===== src/design/uart_line_receiver_unit_defines.svh =====
// Assertion macros used by the UART line receiver top level.
`ifndef UART_LINE_RECEIVER_UNIT_DEFINES_SVH
`define UART_LINE_RECEIVER_UNIT_DEFINES_SVH

// Checks that a condition holds at every clock edge outside reset.
`define ULR_ASSERT_ALWAYS(label, cond, msg) \
    label: assert property (@(posedge clk) disable iff (!rst_n) (cond)) else $error(msg);

// Checks that a trigger in one cycle implies a consequence in the same cycle.
`define ULR_ASSERT_IMPLY(label, trig, cons, msg) \
    label: assert property (@(posedge clk) disable iff (!rst_n) (trig) |-> (cons)) \
        else $error(msg);

// Checks that a trigger in one cycle implies a consequence in the next cycle.
`define ULR_ASSERT_NEXT(label, trig, cons, msg) \
    label: assert property (@(posedge clk) disable iff (!rst_n) (trig) |=> (cons)) \
        else $error(msg);

`endif


===== src/design/ulr_pkg.sv =====
// Types and constants shared by the UART line receiver modules.
package ulr_pkg;

    localparam logic [1:0] KIND_STORED    = 2'd0;
    localparam logic [1:0] KIND_READ      = 2'd1;
    localparam logic [1:0] KIND_FRAME_ERR = 2'd2;

    localparam logic REQ_TICK = 1'b0;
    localparam logic REQ_READ = 1'b1;

    localparam logic [1:0] CFG_HALF_BIT = 2'd0;
    localparam logic [1:0] CFG_FULL_BIT = 2'd1;
    localparam logic [1:0] CFG_END_BYTE = 2'd2;

    localparam logic [15:0] HALF_BIT_RESET = 16'd3333;
    localparam logic [15:0] FULL_BIT_RESET = 16'd6666;
    localparam logic [7:0]  END_BYTE_RESET = 8'h0A;

    typedef enum logic [2:0] {
        PH_ARMED    = 3'd0,
        PH_DISARMED = 3'd1,
        PH_START    = 3'd2,
        PH_BITS     = 3'd3,
        PH_STOP1    = 3'd4,
        PH_STOP2    = 3'd5
    } rx_phase_t;

    typedef enum logic [1:0] {
        RO_IDLE  = 2'd0,
        RO_FETCH = 2'd1,
        RO_EMIT  = 2'd2
    } ro_state_t;

    typedef struct packed {
        logic req_type;
        logic rx_line;
    } req_t;

    typedef struct packed {
        logic [1:0] kind;
        logic [7:0] data_byte;
        logic       byte_valid;
        logic       last;
        logic       message_ready;
    } rsp_t;

    typedef struct packed {
        logic [15:0] half_bit_ticks;
        logic [15:0] full_bit_ticks;
        logic [7:0]  message_end_byte;
    } cfg_t;

    typedef struct packed {
        logic       err;
        logic       store;
        logic       end_hit;
        logic [7:0] data;
    } rx_event_t;

    typedef struct packed {
        logic busy;
        logic empty;
        logic ready;
    } store_status_t;

endpackage


===== src/design/uart_line_receiver_unit.sv =====
// Top level of the UART line receiver: configuration, request handling and result register.
// Each tick transaction carries one sample of the receive line, so ticks flow at one per cycle
// as long as results are taken and no read-out is running; a tick that yields a byte or a
// framing error places one result in the output register. A read transaction stalls the
// request channel while the sequencer walks the message memory through its single registered
// read port, fetching and then emitting each stored byte; an empty store yields one result.
// The message memory needs no clearing pass after reset: only entries below the fill count
// are ever read out.
`include "uart_line_receiver_unit_defines.svh"

module uart_line_receiver_unit #(
    parameter int STORE_DEPTH = 64
) (
    input  logic            clk,
    input  logic            rst_n,
    input  logic            req_valid,
    output logic            req_stall,
    input  ulr_pkg::req_t   req_data,
    output logic            rsp_valid,
    input  logic            rsp_stall,
    output ulr_pkg::rsp_t   rsp_data,
    input  logic            cfg_write,
    input  logic [1:0]      cfg_index,
    input  logic [15:0]     cfg_data
);

    ulr_pkg::cfg_t          cfg_reg, cfg_next;
    logic                   rsp_valid_reg, rsp_valid_next;
    ulr_pkg::rsp_t          rsp_data_reg, rsp_data_next;

    logic                   slot_free;
    logic                   accept;
    logic                   tick;
    logic                   rd;
    ulr_pkg::rx_event_t     ev;
    logic                   ro_valid;
    ulr_pkg::rsp_t          ro_result;
    ulr_pkg::store_status_t status;

    assign slot_free = !rsp_valid_reg || !rsp_stall;
    assign req_stall = !slot_free || status.busy;
    assign accept    = req_valid && !req_stall;
    assign tick      = accept && (req_data.req_type == ulr_pkg::REQ_TICK);
    assign rd        = accept && (req_data.req_type == ulr_pkg::REQ_READ);
    assign rsp_valid = rsp_valid_reg;
    assign rsp_data  = rsp_data_reg;

    ulr_sampler u_sampler (
        .clk   (clk),
        .rst_n (rst_n),
        .step  (tick),
        .line  (req_data.rx_line),
        .rearm (rd),
        .cfg   (cfg_reg),
        .ev    (ev)
    );

    ulr_store #(
        .STORE_DEPTH (STORE_DEPTH)
    ) u_store (
        .clk       (clk),
        .rst_n     (rst_n),
        .ev        (ev),
        .rd_start  (rd),
        .slot_free (slot_free),
        .ro_valid  (ro_valid),
        .ro_result (ro_result),
        .status    (status)
    );

    always_ff @(posedge clk or negedge rst_n)
    begin
        if (!rst_n)
        begin
            cfg_reg.half_bit_ticks   <= ulr_pkg::HALF_BIT_RESET;
            cfg_reg.full_bit_ticks   <= ulr_pkg::FULL_BIT_RESET;
            cfg_reg.message_end_byte <= ulr_pkg::END_BYTE_RESET;
            rsp_valid_reg            <= 1'b0;
        end
        else
        begin
            cfg_reg       <= cfg_next;
            rsp_valid_reg <= rsp_valid_next;
        end
    end

    always_ff @(posedge clk)
    begin
        rsp_data_reg <= rsp_data_next;
    end

    always_comb
    begin
        cfg_next = cfg_reg;
        if (cfg_write)
        begin
            case (cfg_index)
                ulr_pkg::CFG_HALF_BIT: cfg_next.half_bit_ticks   = cfg_data;
                ulr_pkg::CFG_FULL_BIT: cfg_next.full_bit_ticks   = cfg_data;
                ulr_pkg::CFG_END_BYTE: cfg_next.message_end_byte = cfg_data[7:0];
                default:
                begin
                end
            endcase
        end
    end

    always_comb
    begin
        rsp_valid_next = rsp_valid_reg && rsp_stall;
        rsp_data_next  = rsp_data_reg;
        if (slot_free)
        begin
            if (ro_valid)
            begin
                rsp_valid_next = 1'b1;
                rsp_data_next  = ro_result;
            end
            else if (ev.err)
            begin
                rsp_valid_next              = 1'b1;
                rsp_data_next.kind          = ulr_pkg::KIND_FRAME_ERR;
                rsp_data_next.data_byte     = 8'd0;
                rsp_data_next.byte_valid    = 1'b0;
                rsp_data_next.last          = 1'b0;
                rsp_data_next.message_ready = status.ready;
            end
            else if (ev.store)
            begin
                rsp_valid_next              = 1'b1;
                rsp_data_next.kind          = ulr_pkg::KIND_STORED;
                rsp_data_next.data_byte     = ev.data;
                rsp_data_next.byte_valid    = 1'b1;
                rsp_data_next.last          = 1'b0;
                rsp_data_next.message_ready = status.ready || ev.end_hit;
            end
            else if (rd && status.empty)
            begin
                rsp_valid_next              = 1'b1;
                rsp_data_next.kind          = ulr_pkg::KIND_READ;
                rsp_data_next.data_byte     = 8'd0;
                rsp_data_next.byte_valid    = 1'b0;
                rsp_data_next.last          = 1'b1;
                rsp_data_next.message_ready = 1'b0;
            end
        end
    end

    `ULR_ASSERT_ALWAYS(a_event_exclusive, !(ev.err && ev.store), "sampler raised error and store together")
    `ULR_ASSERT_IMPLY(a_readout_alone, ro_valid, !ev.err && !ev.store, "read-out collided with a received result")
    `ULR_ASSERT_NEXT(a_read_clears_ready, rd, !status.ready && status.empty, "read did not clear the message")
    `ULR_ASSERT_IMPLY(a_empty_read_last, rsp_valid_reg && !rsp_data_reg.byte_valid && (rsp_data_reg.kind == ulr_pkg::KIND_READ), rsp_data_reg.last, "empty read result without last")

endmodule


===== src/design/ulr_sampler.sv =====
// Receive line sampler: start detection, bit timing and serial data shift register.
module ulr_sampler (
    input  logic                 clk,
    input  logic                 rst_n,
    input  logic                 step,
    input  logic                 line,
    input  logic                 rearm,
    input  ulr_pkg::cfg_t        cfg,
    output ulr_pkg::rx_event_t   ev
);

    ulr_pkg::rx_phase_t phase_reg, phase_next;
    logic [15:0] tick_cnt_reg, tick_cnt_next;
    logic [3:0]  bit_cnt_reg, bit_cnt_next;
    logic [7:0]  shift_reg, shift_next;
    logic        prev_line_reg, prev_line_next;

    logic [15:0] cnt_inc;
    logic [15:0] target;
    logic        hit;
    logic [3:0]  bit_inc;
    logic        edge_seen;

    always_ff @(posedge clk or negedge rst_n)
    begin
        if (!rst_n)
        begin
            phase_reg     <= ulr_pkg::PH_ARMED;
            tick_cnt_reg  <= 16'd0;
            bit_cnt_reg   <= 4'd0;
            shift_reg     <= 8'd0;
            prev_line_reg <= 1'b1;
        end
        else
        begin
            phase_reg     <= phase_next;
            tick_cnt_reg  <= tick_cnt_next;
            bit_cnt_reg   <= bit_cnt_next;
            shift_reg     <= shift_next;
            prev_line_reg <= prev_line_next;
        end
    end

    always_comb
    begin
        cnt_inc   = tick_cnt_reg + 16'd1;
        target    = (phase_reg == ulr_pkg::PH_START) ? cfg.half_bit_ticks
                                                     : cfg.full_bit_ticks;
        hit       = (cnt_inc >= target);
        bit_inc   = bit_cnt_reg + 4'd1;
        edge_seen = prev_line_reg && !line;

        phase_next     = phase_reg;
        tick_cnt_next  = tick_cnt_reg;
        bit_cnt_next   = bit_cnt_reg;
        shift_next     = shift_reg;
        prev_line_next = prev_line_reg;
        ev             = '0;
        ev.data        = shift_reg;

        if (rearm && (phase_reg == ulr_pkg::PH_DISARMED))
        begin
            phase_next = ulr_pkg::PH_ARMED;
        end

        if (step)
        begin
            prev_line_next = line;
            case (phase_reg)
                ulr_pkg::PH_ARMED:
                begin
                    if (edge_seen)
                    begin
                        tick_cnt_next = 16'd0;
                        phase_next    = ulr_pkg::PH_START;
                    end
                end
                ulr_pkg::PH_DISARMED:
                begin
                end
                ulr_pkg::PH_START:
                begin
                    tick_cnt_next = hit ? 16'd0 : cnt_inc;
                    if (hit)
                    begin
                        if (line)
                        begin
                            phase_next = ulr_pkg::PH_ARMED;
                            ev.err     = 1'b1;
                        end
                        else
                        begin
                            phase_next   = ulr_pkg::PH_BITS;
                            bit_cnt_next = 4'd0;
                            shift_next   = 8'd0;
                        end
                    end
                end
                ulr_pkg::PH_BITS:
                begin
                    tick_cnt_next = hit ? 16'd0 : cnt_inc;
                    if (hit)
                    begin
                        shift_next   = {line, shift_reg[7:1]};
                        bit_cnt_next = bit_inc;
                        if (bit_inc[3])
                        begin
                            phase_next = ulr_pkg::PH_STOP1;
                        end
                    end
                end
                ulr_pkg::PH_STOP1:
                begin
                    tick_cnt_next = hit ? 16'd0 : cnt_inc;
                    if (hit)
                    begin
                        if (!line)
                        begin
                            phase_next = ulr_pkg::PH_ARMED;
                            ev.err     = 1'b1;
                        end
                        else
                        begin
                            phase_next = ulr_pkg::PH_STOP2;
                        end
                    end
                end
                ulr_pkg::PH_STOP2:
                begin
                    tick_cnt_next = hit ? 16'd0 : cnt_inc;
                    if (hit)
                    begin
                        phase_next = ulr_pkg::PH_ARMED;
                        if (line)
                        begin
                            ev.store = 1'b1;
                            if (shift_reg == cfg.message_end_byte)
                            begin
                                ev.end_hit = 1'b1;
                                phase_next = ulr_pkg::PH_DISARMED;
                            end
                        end
                    end
                end
                default:
                begin
                    phase_next = ulr_pkg::PH_ARMED;
                    if (edge_seen)
                    begin
                        tick_cnt_next = 16'd0;
                        phase_next    = ulr_pkg::PH_START;
                    end
                end
            endcase
        end
    end

endmodule


===== src/design/ulr_store.sv =====
// Message store: byte memory, fill count, ready flag and read-out sequencer.
module ulr_store #(
    parameter int STORE_DEPTH = 64
) (
    input  logic                     clk,
    input  logic                     rst_n,
    input  ulr_pkg::rx_event_t       ev,
    input  logic                     rd_start,
    input  logic                     slot_free,
    output logic                     ro_valid,
    output ulr_pkg::rsp_t            ro_result,
    output ulr_pkg::store_status_t   status
);

    localparam int IDX_W = $clog2(STORE_DEPTH);
    localparam logic [IDX_W-1:0] LAST_IDX = IDX_W'(STORE_DEPTH - 1);

    logic [7:0] mem [STORE_DEPTH];
    logic [7:0] rd_data_reg;

    logic [IDX_W-1:0] count_reg, count_next;
    logic             ready_reg, ready_next;
    logic [IDX_W-1:0] ro_idx_reg, ro_idx_next;
    logic [IDX_W-1:0] ro_end_reg, ro_end_next;
    ulr_pkg::ro_state_t ro_state_reg, ro_state_next;

    always_ff @(posedge clk)
    begin
        if (ev.store)
        begin
            mem[count_reg] <= ev.data;
        end
        if (ro_state_reg == ulr_pkg::RO_FETCH)
        begin
            rd_data_reg <= mem[ro_idx_reg];
        end
    end

    always_ff @(posedge clk or negedge rst_n)
    begin
        if (!rst_n)
        begin
            count_reg    <= '0;
            ready_reg    <= 1'b0;
            ro_idx_reg   <= '0;
            ro_end_reg   <= '0;
            ro_state_reg <= ulr_pkg::RO_IDLE;
        end
        else
        begin
            count_reg    <= count_next;
            ready_reg    <= ready_next;
            ro_idx_reg   <= ro_idx_next;
            ro_end_reg   <= ro_end_next;
            ro_state_reg <= ro_state_next;
        end
    end

    always_comb
    begin
        count_next    = count_reg;
        ready_next    = ready_reg;
        ro_idx_next   = ro_idx_reg;
        ro_end_next   = ro_end_reg;
        ro_state_next = ro_state_reg;

        ro_valid                = 1'b0;
        ro_result.kind          = ulr_pkg::KIND_READ;
        ro_result.data_byte     = rd_data_reg;
        ro_result.byte_valid    = 1'b1;
        ro_result.last          = (ro_idx_reg == ro_end_reg);
        ro_result.message_ready = 1'b0;

        if (ev.store)
        begin
            if (count_reg != LAST_IDX)
            begin
                count_next = count_reg + IDX_W'(1);
            end
            if (ev.end_hit)
            begin
                ready_next = 1'b1;
            end
        end

        if (rd_start)
        begin
            count_next  = '0;
            ready_next  = 1'b0;
            ro_idx_next = '0;
            ro_end_next = count_reg - IDX_W'(1);
            if (count_reg != '0)
            begin
                ro_state_next = ulr_pkg::RO_FETCH;
            end
        end

        case (ro_state_reg)
            ulr_pkg::RO_IDLE:
            begin
            end
            ulr_pkg::RO_FETCH:
            begin
                ro_state_next = ulr_pkg::RO_EMIT;
            end
            ulr_pkg::RO_EMIT:
            begin
                if (slot_free)
                begin
                    ro_valid = 1'b1;
                    if (ro_idx_reg == ro_end_reg)
                    begin
                        ro_state_next = ulr_pkg::RO_IDLE;
                    end
                    else
                    begin
                        ro_idx_next   = ro_idx_reg + IDX_W'(1);
                        ro_state_next = ulr_pkg::RO_FETCH;
                    end
                end
            end
            default:
            begin
                ro_state_next = ulr_pkg::RO_IDLE;
            end
        endcase

        status.busy  = (ro_state_reg != ulr_pkg::RO_IDLE);
        status.empty = (count_reg == '0);
        status.ready = ready_reg;
    end

endmodule

===== config.mk =====
export PLATFORM = sky130hd
export DESIGN_NAME = uart_line_receiver_unit
export DESIGN_NICKNAME = d
export VERILOG_FILES = /design/src/design/ulr_pkg.sv /design/src/design/uart_line_receiver_unit.sv /design/src/design/ulr_sampler.sv /design/src/design/ulr_store.sv
export VERILOG_INCLUDE_DIRS = /design/src /design/src/design
export SDC_FILE = /design/constraint.sdc
export NUM_CORES = 1
export LEC_CHECK = 0
export BUFFER_PORTS_ARGS = -buffer_cell sky130_fd_sc_hd__buf_2
export CORE_ASPECT_RATIO = 0.9
export CORE_UTILIZATION = 50
export DETAILED_ROUTE_END_ITERATION = 8
export PLACE_DENSITY = 0.73
export SKIP_CTS_REPAIR_TIMING = 1
export SLEW_MARGIN = 40
export SYNTH_ARGS = -nofsm -noshare
export SYNTH_HDL_FRONTEND = slang
export SYNTH_SLANG_ARGS = --single-unit

===== constraint.sdc =====
create_clock -name clk -period 9.2 [get_ports clk]
set_input_delay 2.76 -clock clk [delete_from_list [all_inputs] [get_ports clk]]
set_output_delay 2.76 -clock clk [all_outputs]
set_load 0.01 [all_outputs]

==> summary.txt <==
Timing
  • Min Tclk post-route: 6.40 ns
  • Period utilisation layout: 0.696
  • Least-Margin Pin Slew: 0.854 ns
  • Setup TNS: 0 ns
  • Fmax: 156 MHz
  • Fin. Hold Viols: 0
  • Relative slew margins: 0.431
  • # setup viols final: 0
  • RSZ-0062 raised after global routing: no
  • Count of final max-slew check failures: 0
  • Setup Skew: 0.0355 ns

Layout
  • Share of layout cells above drive strength 1: 0.254
  • Antenna Diode Count: 0
  • Final net count: 1503
  • Most frequent cells in the layout: 533 x edfxtp_1, 128 x mux4_2, 88 x nor2_1, 71 x dfrtp_1, 64 x a22oi_1
  • Area Overhead vs Synth: 12.6%
  • Max reg flops: 512
  • Commonest non-fill, non-tap cell in the layout: edfxtp_1
  • Final instance area: 28800 sq um

Clocking
  • CTS tree: yes
  • H-tree levels: 2
  • CTS root buffer: clkbuf_16
  • Max clock buf depth: 3
  • CTS Buf Count: 60
  • CTS Sinks: 627
  • Clk_lat worst skew: 0.65 ns
  • Clock-pin slew on the worst setup and hold paths: 0.06 ns

Place
  • Gpl congestion: 0.875
  • Post-DP HPWL: 33.8 mm
  • Placed cell areas: 26600 sq um
  • PortBufs: 39

Logic synthesis
  • Post-Syn Instances: 1418
  • Asr flop ratio synth: 0.150
  • YS warnings: 0
  • Synth Area in Simple Gates: 0.0515
  • Synth Area in XOR/XNOR: 0.0110
  • Top cell type by total area after synthesis: edfxtp_1
  • Sequential-to-total area share from yosys stat: 0.719
  • Netlist cell types: 64
  • Synth Flop Type: edfxtp_1
  • Post-synthesis mux area share: 0.139
  • Compound-Gate Fraction of Synth Area: 0.0544
  • Main combinational cell family by area after synthesis: multiplexers
  • Syn_area_per_cell: 18.0 sq um
  • Yosys top cell area share: 0.626
  • Adder-cell share of the synthesized area: 0.0103
  • #FFs+latches synth: 627
  • Net Count, Synth: 1464
  • Post-synth EDFFs: 533
  • Largest cells by area after synthesis: edfxtp_1 63%, mux4_2 11%, dfrtp_1 7.9%
  • Netlist Area Pre-Place: 25600 sq um

GRT
  • Global-route wire length before repair: 86.1 mm
  • Total track usage: 0.224
  • Gr ovfl total: 0
  • Vias in the first global route: 13500
  • Initial antenna violation count: 0
  • Largest net degree at the start of global routing: 102

Floorplanning
  • Core Rows: 78
  • Core area: 50500 sq um
  • Die ar.: 52000 sq um
  • Die Wd: 240 um
  • Starting Density: 0.506
  • I/O Pins: 40
  • Die H: 216 um

Pwr
  • P_leak: 10.0 nW
  • Max IR drop VDD: 198 uV
  • Pwr dens: 227 nW/um^2

Worst hold path
  • Worst hold path class: register to register

Route
  • Antenna-violating nets left: 0
  • Vias: 13600
  • Pre-antenna DRT Iters: 5
  • Remaining DRCs: 0
  • Routed len/inst: 25.7 um
  • Overall routed net length: 56.2 mm
  • Vias/cell: 6.21
  • 1st-iter DRT viols: 1327

Setup path
  • WP data required: 6.44 ns
  • Worst Setup Start Kind: input port
  • Setup CP Type: input port to primary output
  • CP max FO: 5
  • Crit end category: primary output
  • Critical Path AT: 3.64 ns

Outcome
  • Status: finished, final reports clean

Flow run
  • Maxcap violations: 0
==> power by group <==
part	switching, W	leakage, nW	internal (W)
sequential	0.0000895	6.69	0.00315
clock	0.00108	1.02	0.00156
combinational	0.000356	2.32	0.000301
==> synthesized netlist by cell type (all sizes together) (2+ instances only) <==
cell type    n
nor4         6
ha          21
a311o        3
nand3       23
and3         7
nor3b        3
o21bai       3
nand4       22
edfxtp     533
mux2i       20
a22oi       64
a211oi       2
a21o        11
or2          3
or3          4
nor3        10
a21bo        8
a21oi       48
mux2        42
nor2        91
o22a         2
a22o         8
dfrtp       81
or4         10
clkbuf      62
xor2        16
and4         2
inv          9
and2         3
nand3b       6
o21a         5
mux4       128
nand2       46
nor2b        7
a211o        2
dfstp       13
a31o         2
or3b         2
o21ai       23
nand2b       9
buf         23
xnor2       16
a31oi        4
==> worst paths after layout <==
kind	endpoint	slack (ns)	start	cells past startpoint
worst max-delay path	req_stall	2.80	rsp_stall	4
worst min-delay path	u_sampler.prev_line_reg	0.49	u_sampler.prev_line_reg	2
worst max register to register	u_store.mem[54][3]	3.42	u_sampler.tick_cnt_reg[0]	14
worst min register to register	u_sampler.prev_line_reg	0.49	u_sampler.prev_line_reg	2
max in group asynchronous	cfg_reg[1]	6.24	rst_n	2
min in group asynchronous	u_store.ro_idx_reg[1]	2.06	rst_n	1
==> per-layer routing <==
metal | vias to the layer above | GRT usage | part of all wire | routed length [um]
met3 | 75 | 0.0452 | 0.092 | 5150
li1 | 5797 | - | - | -
met5 | - | 0 | 0 | 0
met2 | 686 | 0.339 | 0.47 | 26500
met4 | 0 | 0.0495 | 0.017 | 983
met1 | 7036 | 0.338 | 0.42 | 23600
==> logic make-up after synthesis <==
kind of cell | Yosys count
buffers and inverters | 94
muxes | 190
adders and majority gates | 21
and+or+nand+nor | 254
DFF | 627
AOI/OAI and AO/OA | 200
xor gates and xnor gates | 32
==> stage by stage <==
step                utilization  power, W  hold slack (ns)  std cells  worst slack (ns)
CTS                       0.569   0.00656            0.493       2186              2.80
detailed placement        0.526   0.00395            0.483       2073              2.70
floorplan                     -   0.00377            0.461       1418              3.18
finish                    0.570   0.00653            0.489       2188              2.80
global route              0.570   0.00674            0.522       2188              2.72
global placement          0.524   0.00392            0.471       2069              2.91
==> cell type report <==
class	count	area (sq um)
clock buffer	77	1620
inverter	9	33.8
timing repair buffer	62	483
multi-input combinational	697	6870
sequential	627	18400
tap	680	851
fill	3728	21700
clock inverter	36	538
==> worst max-delay path, stage by stage <==
cell	delay (ns)
buf_2	0.12
a211oi_1	0.48
inv_1	0.11
buf_2	0.17
Note: power is estimated with default switching activity, not from simulation.
